--- config.mk ---
export PLATFORM = sky130hd
export DESIGN_NAME = smacc_fifo
export DESIGN_NICKNAME = d
export VERILOG_FILES = /design/src/sv/smacc_pkg.sv /design/src/sv/smacc_fifo.sv
export SDC_FILE = /design/constraint.sdc
export NUM_CORES = 1
export LEC_CHECK = 0
export BUFFER_PORTS_ARGS = -buffer_cell sky130_fd_sc_hd__buf_2
export CELL_PAD_IN_SITES_DETAIL_PLACEMENT = 1
export CELL_PAD_IN_SITES_GLOBAL_PLACEMENT = 2
export CORE_ASPECT_RATIO = 1.25
export CORE_UTILIZATION = 38
export CTS_CLUSTER_SIZE = 12
export DETAILED_ROUTE_END_ITERATION = 10
export PLACE_DENSITY_LB_ADDON = 0.05
export SLEW_MARGIN = 0
export SYNTH_ARGS = -nofsm -noshare
export SYNTH_HDL_FRONTEND = slang
export SYNTH_SLANG_ARGS = --single-unit
--- constraint.sdc ---
create_clock -name clk_i -period 5.4 [get_ports clk_i]
set_input_delay 1.08 -clock clk_i [delete_from_list [all_inputs] [get_ports clk_i]]
set_output_delay 1.08 -clock clk_i [all_outputs]
set_load 0.05 [all_outputs]
--- src/sv/smacc_pkg.sv ---
// shared types, constants and the cordic angle table for the tilt-angle block
// no dependencies; every other file but the checker imports this package
package smacc_pkg;

  localparam int WINDOW       = 60;
  localparam int POS_W        = 6;
  localparam int SAMPLE_W     = 16;
  localparam int SUM_W        = 22;
  localparam int OP_W         = 23;
  localparam int MAG_W        = 31;
  localparam int ANG_W        = 34;
  localparam int PROD_W       = 51;
  localparam int STEP_W       = 5;
  localparam int CORDIC_STEPS = 31;
  localparam int ROOT_STEPS   = 22;
  localparam int RAD_W        = 45;
  localparam int DPROD_W      = SUM_W + 16;
  localparam int RECIP        = 34953;
  localparam int RECIP_SHIFT  = 21;
  localparam int ANGLE_W      = 16;
  localparam int PITCH_W      = 15;
  localparam int CLAMP_CD     = 18000;

  typedef struct packed {
    logic signed [SAMPLE_W-1:0] z;
    logic signed [SAMPLE_W-1:0] y;
    logic signed [SAMPLE_W-1:0] x;
  } sample_t;

  typedef struct packed {
    logic signed [SUM_W-1:0] z;
    logic signed [SUM_W-1:0] y;
    logic signed [SUM_W-1:0] x;
  } sums_t;

  typedef struct packed {
    logic                   start;
    logic signed [OP_W-1:0] n;
    logic signed [OP_W-1:0] d;
  } atan_req_t;

  typedef struct packed {
    logic                      done;
    logic signed [ANGLE_W-1:0] angle;
  } atan_rsp_t;

  function automatic logic [31:0] atan_entry(input logic [STEP_W-1:0] i);
    logic [31:0] v;
    case (i)
      5'd0:    v = 32'd536870912;
      5'd1:    v = 32'd316933406;
      5'd2:    v = 32'd167458907;
      5'd3:    v = 32'd85004756;
      5'd4:    v = 32'd42667331;
      5'd5:    v = 32'd21354465;
      5'd6:    v = 32'd10679838;
      5'd7:    v = 32'd5340245;
      5'd8:    v = 32'd2670163;
      5'd9:    v = 32'd1335087;
      5'd10:   v = 32'd667544;
      5'd11:   v = 32'd333772;
      5'd12:   v = 32'd166886;
      5'd13:   v = 32'd83443;
      5'd14:   v = 32'd41722;
      5'd15:   v = 32'd20861;
      5'd16:   v = 32'd10430;
      5'd17:   v = 32'd5215;
      5'd18:   v = 32'd2608;
      5'd19:   v = 32'd1304;
      5'd20:   v = 32'd652;
      5'd21:   v = 32'd326;
      5'd22:   v = 32'd163;
      5'd23:   v = 32'd81;
      5'd24:   v = 32'd41;
      5'd25:   v = 32'd20;
      5'd26:   v = 32'd10;
      5'd27:   v = 32'd5;
      5'd28:   v = 32'd3;
      5'd29:   v = 32'd1;
      5'd30:   v = 32'd1;
      default: v = 32'd0;
    endcase
    return v;
  endfunction

endpackage

--- src/sv/smacc_fifo.sv ---
// two-entry queue of running sums between the front and back parts
// depends on smacc_pkg
module smacc_fifo (
  input  logic             clk_i,
  input  logic             rst_ni,
  input  logic             push_i,
  input  smacc_pkg::sums_t data_i,
  output logic             full_o,
  input  logic             pop_i,
  output logic             empty_o,
  output smacc_pkg::sums_t data_o
);
  import smacc_pkg::*;

  sums_t      mem_q [2];
  logic       wr_q, rd_q;
  logic [1:0] cnt_q;

  assign full_o  = (cnt_q == 2'd2);
  assign empty_o = (cnt_q == 2'd0);
  assign data_o  = mem_q[rd_q];

  always_ff @(posedge clk_i or negedge rst_ni) begin
    if (!rst_ni) begin
      wr_q  <= 1'b0;
      rd_q  <= 1'b0;
      cnt_q <= '0;
    end else begin
      if (push_i) wr_q <= !wr_q;
      if (pop_i) rd_q <= !rd_q;
      if (push_i && !pop_i) cnt_q <= cnt_q + 1'b1;
      else if (pop_i && !push_i) cnt_q <= cnt_q - 1'b1;
    end
  end

  always_ff @(posedge clk_i) begin
    if (push_i) mem_q[wr_q] <= data_i;
  end

endmodule

After elaboration in Yosys (flattened, before gate mapping)
Memories as Yosys holds them, arrays and structs flattened.
Index checks and enable logic that the tools add are counted.
{"block": "word_totals", "ff_bits": 4, "latch_bits": 0, "ramBits": 132, "rom_bits": 0, "input_bits": 70, "out_inout_bits": 68, "wordCells": 19, "n_memories": 1}
{"block": "classes", "add_sub_neg": 2, "n_mul": 0, "div": 0, "order_cmp": 0, "n_eq_ne": 1, "n_shift": 0, "n_mux": 4, "bitwise": 0, "reduce_logical": 8}
{"name": "mem_q", "words": 2, "width": 66, "rd": 1, "rd_ports_with_merged_regs": 0, "wr": 1, "line": "smacc_fifo.sv:15", "source": "sums_t mem_q [2];"}
{"operator": "$logic_not 1->1", "count": 4}
{"operator": "$mux 2", "count": 2}
{"operator": "$add 2x1->2 const B", "count": 1}
{"operator": "$eq 2x2->1 const B", "count": 1}
{"operator": "$logic_and 1x1->1", "count": 2}
{"operator": "$logic_not 2->1", "count": 1}
{"operator": "$mux 1", "count": 2}
{"operator": "$reduce_bool 2->1", "count": 1}
{"operator": "$sub 2x1->2 const B", "count": 1}

Longest topological paths before layout
{"block": "logic_depth", "ltp_word": 4, "mapped_depth": 5, "mapped_depth_nobuf": 5}

Worst setup path after synthesis
Ideal clock, no wire load.
{"block": "synth_path", "kind": "input-to-reg", "from": "in push_i", "to": "mem mem_q[0][0] in the netlist's numbering, enable pin", "arrival_ps": 3980, "required_time_ps": 4902, "setup_slack_ps": 922, "stages": 1, "n_path_buf": 0, "path_cell_list": "nor2b_1"}
{"block": "synth_between", "elab_chain_cells": 2}
{"element": "start, declared", "line": "smacc_fifo.sv:6", "source": "input logic push_i,"}
{"element": "$mux 1", "line": "smacc_fifo.sv:37", "source": "if (push_i) mem_q[wr_q] <= data_i;"}
{"element": "$mux 1 (implied by the code)", "line": "smacc_fifo.sv:37"}
{"element": "end, declared", "line": "smacc_fifo.sv:15"}
Every way passes these cells.

==> qor.json <==
{
  "status": "finished, final reports clean",
  "timing.final.setup_violations": 0,
  "wire_length_of_the_first_global_routing_pass_mm": 14.2,
  "floorplan.initialDensity": 0.394,
  "ir_worst_vdd_mv": 0.392,
  "worst-r2r-cell-count": 2,
  "slew_violations": 0,
  "final.setup.worst_slack_ns": 2.08,
  "routed_via_density": 4.56,
  "multi_input_comb_area_um2": 947,
  "portBuffers": 137,
  "placed_cell_area_mm2": 0.00593,
  "synth_top_area_cell": "sky130_fd_sc_hd__edfxtp_1",
  "dp_slack_ns": 2.38,
  "remaining_drc_errors": 0,
  "initial_antenna_violation_count": 2,
  "overflow": 0,
  "insertion_delay_ns": 0.40,
  "row_count": 46,
  "totalPowerFinal_uw": 4250,
  "worst_slew_margin_rel": 0.266,
  "element_type_at_the_critical_path_end": "output port",
  "syn2layout_area_growth_pct": 28.9,
  "synth-edff-count": 132,
  "synth_top_cells_by_count": "sky130_fd_sc_hd__edfxtp_1 (132), sky130_fd_sc_hd__mux2_2 (36), sky130_fd_sc_hd__mux2_4 (30)",
  "critPathRequiredTime_ns": 4.32,
  "cts.hold.buffers_added": 0,
  "post-route-cell-area_mm2": 0.00653,
  "drv_cap": 0,
  "leading_post_synthesis_cells_by_cell_area": "sky130_fd_sc_hd__edfxtp_1 (78%), sky130_fd_sc_hd__mux2_4 (8.9%), sky130_fd_sc_hd__mux2_2 (8.0%)",
  "die_height_um": 131,
  "skew_ns": 0.00617,
  "fin_tns_setup_ns": 0,
  "synth-main-ff-cell": "sky130_fd_sc_hd__edfxtp_1",
  "clock_tree.htree_level_count": 4,
  "netlist_area_mm2": 0.00506,
  "min_period_ns": 3.32,
  "ctsLongestPathBuffers": 2,
  "cts-buffers-inserted": 17,
  "placeableCoreArea_mm2": 0.0128,
  "seq_power_share": 0.370,
  "cell_internal_pwr_uw": 2640,
  "layout-drive-gt1-share": 0.603,
  "final.period_utilization": 0.615,
  "tritoncts_num_sinks": 136,
  "routedWlPerCell_um": 16.9,
  "cts_root_buf": "sky130_fd_sc_hd__clkbuf_16",
  "num-nets-final": 443,
  "cellPowerDensity_mw_per_mm2": 652,
  "total_leakage_power_uw": 0.00255,
  "count_of_vias_placed_by_the_detailed_router": 2522,
  "grt_setup_unrepaired": "no",
  "synth_cells": 221,
  "worst_slew_pin_slew_ns": 1.10,
  "clock_tree_from_tritoncts": "yes",
  "die_w_um": 105,
  "final_count_of_hold_timing_violations": 0,
  "finalWeightedCongestion": 0.660,
  "yosys.area.top_type_share": 0.783,
  "grt_use_total": 0.142,
  "sw_frac_of_total": 0.378,
  "criticalPathCategory": "register to output port",
  "cts_setup_buffers": 0,
  "postCtsResizedCells": 0,
  "syn_nets": 292,
  "drt_iter0_markers": 102,
  "die_area_mm2": 0.0138,
  "final.fill_count": 1223,
  "pin_count": 138,
  "synth.most_common_cell": "sky130_fd_sc_hd__edfxtp_1",
  "worst_path_clk_slew_ns": 0.06,
  "drt.antenna.violating_nets": 0,
  "antennaDiodeCount": 0,
  "grt_pass1_vias": 2699,
  "grt_start_max_net_pins": 68,
  "sequential_cell_area_mm2": 0.00407,
  "arrival_ns": 2.24,
  "dp.final_hpwl_mm": 5.93,
  "synth_async_sr_flop_share": 0.0294,
  "worst-path-max-fanout": 67,
  "place_inst": 521,
  "max_freq_mhz": 301,
  "crit_path_start_kind": "register",
  "yosys_warnings": 0,
  "synth.yosys.seq_area_share": 0.803,
  "post_synth_num_cell_types": 14,
  "share_clk_of_total_power": 0.272,
  "switchingPower_uw": 1610,
  "postSynthRegisterBits": 136,
  "pwr-share-comb": 0.357,
  "worst_hold_path_type": "primary input to asynchronous set/reset pin",
  "drt-pass1-iter-count": 4,
  "post_layout_nonfiller_instances": 553,
  "synth_area_per_cell_um2": 22.9,
  "wl_mm": 9.32
}
-- cell type report --
cell class / count / share of cell area
Multi-Input combinational cell: 77 / 0.145
Timing Repair Buffer: 139 / 0.107
Tap cell: 168 / 0.0322
Clock buffer: 22 / 0.0681
Clock inverter: 10 / 0.0232
Inverter: 1 / 0.000575
Sequential cell: 136 / 0.623
-- critical path, stage by stage, from the launching register on --
cell and delay (ns):
sky130_fd_sc_hd__dfrtp_4 1.15, sky130_fd_sc_hd__mux2_2 0.42, sky130_fd_sc_hd__buf_2 0.22
-- final timing paths --
check                          endpoint  slack (ns)  startpoint
max                           data_o[0]        2.08        rd_q
min reg2reg                    cnt_q[1]        0.49    cnt_q[1]
min in group clk_i             cnt_q[1]        0.49    cnt_q[1]
max reg2reg                mem_q[0][49]        3.25        wr_q
min                                wr_q        0.47      rst_ni
max in group asynchronous          rd_q        4.80      rst_ni
-- metrics by stage --
step / util / hold slack [ns]
global placement: 0.462 / 0.476
global route: 0.508 / 0.452
finish: 0.508 / 0.468
floorplan: - / 0.455
CTS: 0.508 / 0.451
detailed placement: 0.462 / 0.483
-- cells in the final DEF, fill, tap and decap left out, drive strengths merged --
cell and n:
clkinvlp 2, mux2 66, and2 1, ha 1
edfxtp 132, bufinv 4, clkinv 4, nor2 2
xnor2 1, nor2b 2, buf 139, inv 1
dfrtp 4, clkbuf 22, xor2 4
-- layer usage --
| metal | GRT usage | up-vias | part of all wire |
|---|---|---|---|
| met5 | 0 | - | 0.0018 |
| met4 | 0.0671 | 2 | 0.013 |
| met3 | 0.0680 | 11 | 0.085 |
| met2 | 0.238 | 88 | 0.51 |
| met1 | 0.153 | 1249 | 0.39 |
| li1 | - | 1172 | - |
-- power by group through the flow --
stage               Clock, uW  Combinational (uW)  Sequential, uW
detailed placement          0                1540            1610
finish                   1160                1520            1580
floorplan                   0                1350            1480
global route             1230                1580            1610
global placement            0                1540            1600
CTS                      1190                1540            1590
-- cells by family after synthesis --
group | synth area share
flops | 0.803
mux | 0.169
buf+inv | 0.0119
xor+xnor | 0.00865
simple gates | 0.00519
fa+ha+maj | 0.00247
-- flip-flops by register name, indices dropped and copies added (netlist names) --
register,cells
mem_q,132
cnt_q,2
rd_q,1
wr_q,1
Power figures use the tool's default switching activity.
