**config.mk**
```make
export PLATFORM = sky130hd
export DESIGN_NAME = smacc_front
export DESIGN_NICKNAME = d
export VERILOG_FILES = /design/src/sv/smacc_pkg.sv /design/src/sv/smacc_front.sv
export SDC_FILE = /design/constraint.sdc
export NUM_CORES = 2
export LEC_CHECK = 0
export ABC_AREA = 1
export BUFFER_PORTS_ARGS = -buffer_cell sky130_fd_sc_hd__clkbuf_2
export CAP_MARGIN = 20
export CELL_PAD_IN_SITES_DETAIL_PLACEMENT = 0
export CELL_PAD_IN_SITES_GLOBAL_PLACEMENT = 1
export CORE_ASPECT_RATIO = 1.2
export CORE_UTILIZATION = 26
export CTS_CLUSTER_DIAMETER = 50
export DETAILED_ROUTE_END_ITERATION = 10
export GPL_TIMING_DRIVEN = 0
export PLACE_DENSITY = 0.48
export RECOVER_POWER = 50
export SKIP_LAST_GASP = 1
export SLEW_MARGIN = 20
export SYNTH_ARGS = -nofsm -noshare
export SYNTH_HDL_FRONTEND = slang
export SYNTH_SLANG_ARGS = --single-unit
export TNS_END_PERCENT = 100
```
**constraint.sdc**
```tcl
create_clock -name clk_i -period 8.5 [get_ports clk_i]
set_clock_uncertainty 0.2 [all_clocks]
set_input_delay 1.7 -clock clk_i [delete_from_list [all_inputs] [get_ports clk_i]]
set_output_delay 1.7 -clock clk_i [all_outputs]
set_load 0.02 [all_outputs]
```
**src/sv/smacc_pkg.sv**
```systemverilog
// shared types, constants and the cordic angle table for the tilt-angle block
// no dependencies; every other file but the checker imports this package
package smacc_pkg;

  localparam int WINDOW       = 60;
  localparam int POS_W        = 6;
  localparam int SAMPLE_W     = 16;
  localparam int SUM_W        = 22;
  localparam int OP_W         = 23;
  localparam int MAG_W        = 31;
  localparam int ANG_W        = 34;
  localparam int PROD_W       = 51;
  localparam int STEP_W       = 5;
  localparam int CORDIC_STEPS = 31;
  localparam int ROOT_STEPS   = 22;
  localparam int RAD_W        = 45;
  localparam int DPROD_W      = SUM_W + 16;
  localparam int RECIP        = 34953;
  localparam int RECIP_SHIFT  = 21;
  localparam int ANGLE_W      = 16;
  localparam int PITCH_W      = 15;
  localparam int CLAMP_CD     = 18000;

  typedef struct packed {
    logic signed [SAMPLE_W-1:0] z;
    logic signed [SAMPLE_W-1:0] y;
    logic signed [SAMPLE_W-1:0] x;
  } sample_t;

  typedef struct packed {
    logic signed [SUM_W-1:0] z;
    logic signed [SUM_W-1:0] y;
    logic signed [SUM_W-1:0] x;
  } sums_t;

  typedef struct packed {
    logic                   start;
    logic signed [OP_W-1:0] n;
    logic signed [OP_W-1:0] d;
  } atan_req_t;

  typedef struct packed {
    logic                      done;
    logic signed [ANGLE_W-1:0] angle;
  } atan_rsp_t;

  function automatic logic [31:0] atan_entry(input logic [STEP_W-1:0] i);
    logic [31:0] v;
    case (i)
      5'd0:    v = 32'd536870912;
      5'd1:    v = 32'd316933406;
      5'd2:    v = 32'd167458907;
      5'd3:    v = 32'd85004756;
      5'd4:    v = 32'd42667331;
      5'd5:    v = 32'd21354465;
      5'd6:    v = 32'd10679838;
      5'd7:    v = 32'd5340245;
      5'd8:    v = 32'd2670163;
      5'd9:    v = 32'd1335087;
      5'd10:   v = 32'd667544;
      5'd11:   v = 32'd333772;
      5'd12:   v = 32'd166886;
      5'd13:   v = 32'd83443;
      5'd14:   v = 32'd41722;
      5'd15:   v = 32'd20861;
      5'd16:   v = 32'd10430;
      5'd17:   v = 32'd5215;
      5'd18:   v = 32'd2608;
      5'd19:   v = 32'd1304;
      5'd20:   v = 32'd652;
      5'd21:   v = 32'd326;
      5'd22:   v = 32'd163;
      5'd23:   v = 32'd81;
      5'd24:   v = 32'd41;
      5'd25:   v = 32'd20;
      5'd26:   v = 32'd10;
      5'd27:   v = 32'd5;
      5'd28:   v = 32'd3;
      5'd29:   v = 32'd1;
      5'd30:   v = 32'd1;
      default: v = 32'd0;
    endcase
    return v;
  endfunction

endpackage

```
**src/sv/smacc_front.sv**
```systemverilog
// front part: accepts samples, keeps the sample rings and the running sums
// depends on smacc_pkg; pushes updated sums into the queue
module smacc_front (
  input  logic                    clk_i,
  input  logic                    rst_ni,
  input  logic                    s_axis_tvalid,
  output logic                    s_axis_tready,
  input  logic [47:0]             s_axis_tdata,   // accel_x, accel_y, accel_z
  input  logic                    q_full_i,
  output logic                    q_push_o,
  output smacc_pkg::sums_t        q_data_o
);
  import smacc_pkg::*;

  logic [3*SAMPLE_W-1:0] ring_mem [WINDOW];
  logic [WINDOW-1:0]     valid_q;
  logic [POS_W-1:0]      pos_q, wr_addr_q;
  logic                  stg_q;
  logic [3*SAMPLE_W-1:0] rd_data_q;
  logic                  rd_vld_q;
  sample_t               samp_q, old_s;
  sums_t                 sums_q, sums_d;
  logic                  accept;

  assign s_axis_tready = !stg_q && !q_full_i;
  assign accept        = s_axis_tvalid && s_axis_tready;

  always_comb begin
    old_s = rd_vld_q ? sample_t'(rd_data_q) : '0;
    sums_d.x = sums_q.x + SUM_W'(samp_q.x) - SUM_W'(old_s.x);
    sums_d.y = sums_q.y + SUM_W'(samp_q.y) - SUM_W'(old_s.y);
    sums_d.z = sums_q.z + SUM_W'(samp_q.z) - SUM_W'(old_s.z);
  end

  assign q_push_o = stg_q;
  assign q_data_o = sums_d;

  always_ff @(posedge clk_i or negedge rst_ni) begin
    if (!rst_ni) begin
      pos_q   <= '0;
      valid_q <= '0;
      stg_q   <= 1'b0;
      sums_q  <= '0;
    end else begin
      stg_q <= accept;
      if (accept) begin
        pos_q <= (pos_q == POS_W'(WINDOW - 1)) ? '0 : pos_q + 1'b1;
      end
      if (stg_q) begin
        sums_q             <= sums_d;
        valid_q[wr_addr_q] <= 1'b1;
      end
    end
  end

  always_ff @(posedge clk_i) begin
    if (accept) begin
      rd_data_q <= ring_mem[pos_q];
      rd_vld_q  <= valid_q[pos_q];
      samp_q    <= sample_t'(s_axis_tdata);
      wr_addr_q <= pos_q;
    end
    if (stg_q) begin
      ring_mem[wr_addr_q] <= samp_q;
    end
  end

endmodule

```
======== Word-level counts from Yosys, hierarchy flattened ========
Memories as Yosys holds them, arrays and structs flattened. A register that Yosys moved wholly into a read port is not among the register bits.
Index checks and enable logic that the tools add are counted.
word-level totals
  register bits after elaboration ......... 188
  RAM bits ................................ 2880
  bits of input ports ..................... 52
  output and inout bits ................... 68
  memories ................................ 1
memories
  memory    words  width  rd ports  clocked after Yosys merged registers in  wr ports  RTL line           RTL
  ring_mem  60     48     1         1                                        1         smacc_front.sv:15  logic [3*SAMPLE_W-1:0] ring_mem [WINDOW];
cells by class
  add/subtract/negate cells ............... 7
  order comparisons ....................... 3
  equal/unequal tests ..................... 1
  mux-type cells .......................... 8
  bitwise operators ....................... 1
  reductions and logical operators ........ 5
operators by type and width
  cell                                                                   count
  22-bit by 16-bit adder with 22-bit output                              3
  22-bit by 16-bit subtractor with 22-bit output                         3
  60-bit bitwise OR                                                      1
  48-bit 2-to-1 mux                                                      1
  6-bit by 7-bit < comparator with 1-bit output, second input constant   2
  6-bit by 1-bit adder with 6-bit output, second input constant          1
  1-bit binary-select mux with 6-bit select                              1
  1-bit demux with 6-bit select                                          1
  6-bit equality test, second input constant                             1
  6-bit by 1-bit >= comparator with 1-bit output, second input constant  1
  6-bit 2-to-1 mux                                                       1
  1-bit 2-to-1 mux                                                       4
  1-bit logical AND                                                      3
  1-bit zero test                                                        2

======== Longest topological paths before layout ========
  depth after elaboration ................. 5
  mapped depth ............................ 19
  gate-level depth less buffers ........... 18

======== Worst setup path after synthesis ========
No wires, ideal clock.
  path type ............................... input -> register
  from .................................... input q_full_i
  to ...................................... register pos_q[4]
  setup time .............................. 0.133 ns
  arrival time ............................ 4.840 ns
  data required time ...................... 8.167 ns
  setup slack ............................. 3.327 ns
  stages on the path ...................... 6
  path buffers ............................ 0
  cells stage by stage .................... nor2_1 -> nand2_1 -> inv_1 -> nand2_1 -> o22ai_1 -> a21oi_1
between the ends
  cells in the longest elaborated chain, start to end .. 3
ends and longest elaborated chain
  item                    RTL line           RTL
  start: declaration      smacc_front.sv:9   input logic q_full_i,
  1-bit zero test         smacc_front.sv:25  assign s_axis_tready = !stg_q && !q_full_i;
  1-bit logical AND       smacc_front.sv:25
  1-bit logical AND       smacc_front.sv:26  assign accept = s_axis_tvalid && s_axis_tready;
  via accept              smacc_front.sv:23  logic accept;
  end signal: assignment  smacc_front.sv:47  pos_q <= (pos_q == POS_W'(WINDOW - 1)) ? '0 : pos_q + 1'b1;
  end: declaration        smacc_front.sv:17  logic [POS_W-1:0] pos_q, wr_addr_q;
The timed path passes the listed nets, and every way through them passes these cells.
A chain may end at the register's enable or synchronous reset.

==> flow_summary.yaml <==
critical_path:
  ff2ff_path_depth: 9
  path_class: "reg -> out"
  cp.arrival_ns: 5.84
  critPathLaunchType: "flip-flop"
  end_kind: "output pin"
  cp_max_fo: 17
  r2r-start: "pos_q[4]"
  worstReg2RegEnd: "rd_data_q[10]"
  cp_data_required_time_ns: 6.60
  reg2reg_slack_ns: 2.70
routing:
  wl_met3_um: 39000
  met1Wirelength_um: 254000
  postRouteAntennaNets: 0
  num_vias: 94300
  drt_iter0_drc: 10500
  drt_pass1_iterations: 8
  routed.top_layer: "met5"
  wl_per_cell_um: 32.5
  wl_um: 636000
  route.detailed.drc: 0
  wl_met2_um: 304000
  vias_per_cell: 4.82
global_route:
  grt_pass1_wl_um: 835000
  antenna_found_initial: 87
  grtUsageTotal_pct: 24.4
  grt_max_degree: 67
  overflow: 0
  grt_pass1_vias: 90400
cells_and_area:
  drive_gt1_share_pct: 11.1
  layout.nets: 12800
  syn_to_final_growth_pct: 22.7
  finalCoreUtilization_pct: 32.1
  final_area_mm2: 0.161
  fill_cells: 51200
  fin_cells: 19600
floorplan:
  die_h_um: 781
  die-area_mm2: 0.508
  start_util_pct: 26.1
  io_pins: 120
  rows: 285
  fp.coreArea_mm2: 0.503
  fp.dieW_um: 651
clocking:
  clk_pin_slew_worst_paths_ns: 0.06
  cts_max_level: 5
  cts_buffer_depth: 4
  ctsHoldBuffers: 0
  cts_tree: "yes"
  post_cts_buffers: 0
  clk_latency_ns: 1.03
  ctsResizeCount: 0
  cts_root_buf: "clkbuf_16"
  cts_buffers: 409
  numClockSinks: 3116
synth:
  netlist_instances: 11600
  synth_edf_count: 2983
  ys_ff_latch: 3116
  ys_seq_area_share_pct: 70.7
  synth_area_mm2: 0.131
  synth_cell_types: 35
  synth_warnings: 0
  synthFlopType: "edfxtp_1"
  syn_area_per_cell_um2: 11.3
  synth_nets: 11800
  synth-async-reset-ratio_pct: 4.27
place:
  placed_area_mm2: 0.150
  dp_worst_setup_slack_ns: 2.48
  portBuffers: 119
  gp_congestion: 0.911
  dp_cells: 18800
  dp_hpwl_um: 486000
outcome:
  status: "finished, violations left"
  failed_checks: "max-capacitance violations, max-slew violations"
hold_path:
  worstHoldStart: "pos_q[4]"
  hp-class: "reg -> reg"
  worstHoldPathCells: 0
  hold_path_end: "wr_addr_q[4]"
timing:
  fin_ws_ns: 0.761
  finalSetupViolations: 0
  tightest_slew_ns: 3.81
  finalCritPeriodShare_pct: 91.0
  clock.fmax_mhz: 129
  drv_slew: 241
  relSlewSlack_pct: -154
  period_minus_slack_ns: 7.74
  rsz0062_at_grt: "no"
  hold_viol_final: 0
pwr:
  ir_drop_mv: 0.294
  power_density_mw_per_mm2: 359
  leakage_nw: 58.8
flow_run:
  drv_cap: 12
## flip-flops by register name, indices dropped and copies added (netlist names)
signal / cells
ring_mem: 2880
sums_q: 66
valid_q: 60
rd_data_q: 48
samp_q: 48
pos_q: 6
wr_addr_q: 6
q_push_o: 1
rd_vld_q: 1
## worst max-delay path, stage by stage, from the launching register on
cell and delay [ns]:
edfxtp_1 0.31, clkbuf_1 0.95, clkbuf_1 0.97, buf_8 0.27, inv_1 0.10, fa_1 0.53, inv_1 0.04, ha_1 0.34
nand2_1 0.13, nor2_1 0.28, nand3_1 0.13, nand3b_1 0.18, xor2_1 0.34, clkbuf_2 0.24
## cells by family (layout without fill, tap and decap cells)
family / count (synthesis) / after routing / share of synthesized area (%)
buffers and inverters: 1460 / 2765 / 4.65
and+or+nand+nor: 5158 / 5158 / 15.8
DFF: 3116 / 3116 / 70.7
other: 0 / 64 / 0
AOI/OAI and AO/OA: 1714 / 1714 / 7.09
adders and majority gates: 133 / 133 / 1.63
xor gates and xnor gates: 29 / 29 / 0.193
## stage by stage
stage          hold WS, ns  setup TNS (ns)  power, mW
3_3_place_gp         0.233        -1830.58       39.8
5_1_grt              0.268               0       60.0
6_report             0.260               0       57.8
4_1_cts              0.253               0       58.1
2_1_floorplan        0.223               0       28.7
3_5_place_dp         0.240               0       40.1
## cells in the mapped netlist (40+ instances only)
master / instances / share of area (%)
dfrtp_1: 133 / 2.5
o21ai_1: 63 / 0.24
o22ai_1: 63 / 0.30
fa_1: 63 / 0.96
inv_1: 808 / 2.3
edfxtp_1: 2983 / 68
clkbuf_1: 289 / 0.83
ha_1: 70 / 0.67
nand3_1: 800 / 3.0
nand2_1: 2276 / 6.5
buf_1: 87 / 0.25
o211ai_1: 244 / 1.4
a21oi_1: 213 / 0.81
buf_2: 201 / 0.77
nor2_1: 1950 / 5.6
o21ai_0: 1114 / 4.2
and2_1: 40 / 0.19
## power breakdown
part	switching, mW	total, mW	internal [mW]
clock	7.30	18.0	10.7
combinational	17.1	22.4	5.27
sequential	0.154	17.4	17.2
total	24.6	57.8	33.2
## cell usage in the layout, fill, tap and decap left out, types with 64 or more instances in the layout
cell type / netlist / layout
buf_2: 201 / 222
o21ai_1: 63 / 64
buf_12: 0 / 100
ha_1: 70 / 70
edfxtp_1: 2983 / 2983
nor2_1: 1950 / 1896
buf_1: 87 / 66
inv_1: 808 / 807
a21oi_1: 213 / 213
o211ai_1: 244 / 244
clkbuf_2: 0 / 138
o21ai_0: 1114 / 1113
nand3_1: 800 / 800
diode_2: 0 / 64
clkbuf_16: 0 / 422
clkbuf_1: 289 / 492
buf_16: 0 / 103
dfrtp_1: 133 / 133
nand2_1: 2276 / 2276
## final cells by class
type | count | area, µm² | share of cell area, %
plain buffers | 643 | 3120 | 1.93
diodes | 64 | 160 | 0.0993
clock buffers | 488 | 10900 | 6.75
flip-flops and latches | 3116 | 92900 | 57.6
clock inverters | 268 | 3070 | 1.90
repair buffers | 549 | 6960 | 4.31
inverters | 817 | 3080 | 1.91
multi-input cells | 7034 | 32800 | 20.4
well taps | 6601 | 8260 | 5.12
## routing by layer
metal,up-vias,GRT usage [%]
li1,42000,-
met1,47600,30.5
met2,3738,41.1
met3,922,3.17
met4,12,12.5
met5,-,0
## worst max path at each step
stage | depth (start not counted) | from | slack (ns) | endpoint
final | 13 | samp_q[37] | 0.76 | q_data_o[53]
after global placement | 4 | q_push_o | -1.87 | ring_mem[21][17]
after detailed placement | 16 | rd_vld_q | 2.48 | q_data_o[30]
after global routing | 15 | samp_q[7] | 0.58 | q_data_o[10]
after floorplan | 6 | q_full_i | 3.33 | pos_q[4]
after CTS | 16 | rd_vld_q | 1.33 | q_data_o[28]
Note: power is estimated with default switching activity, not from simulation.
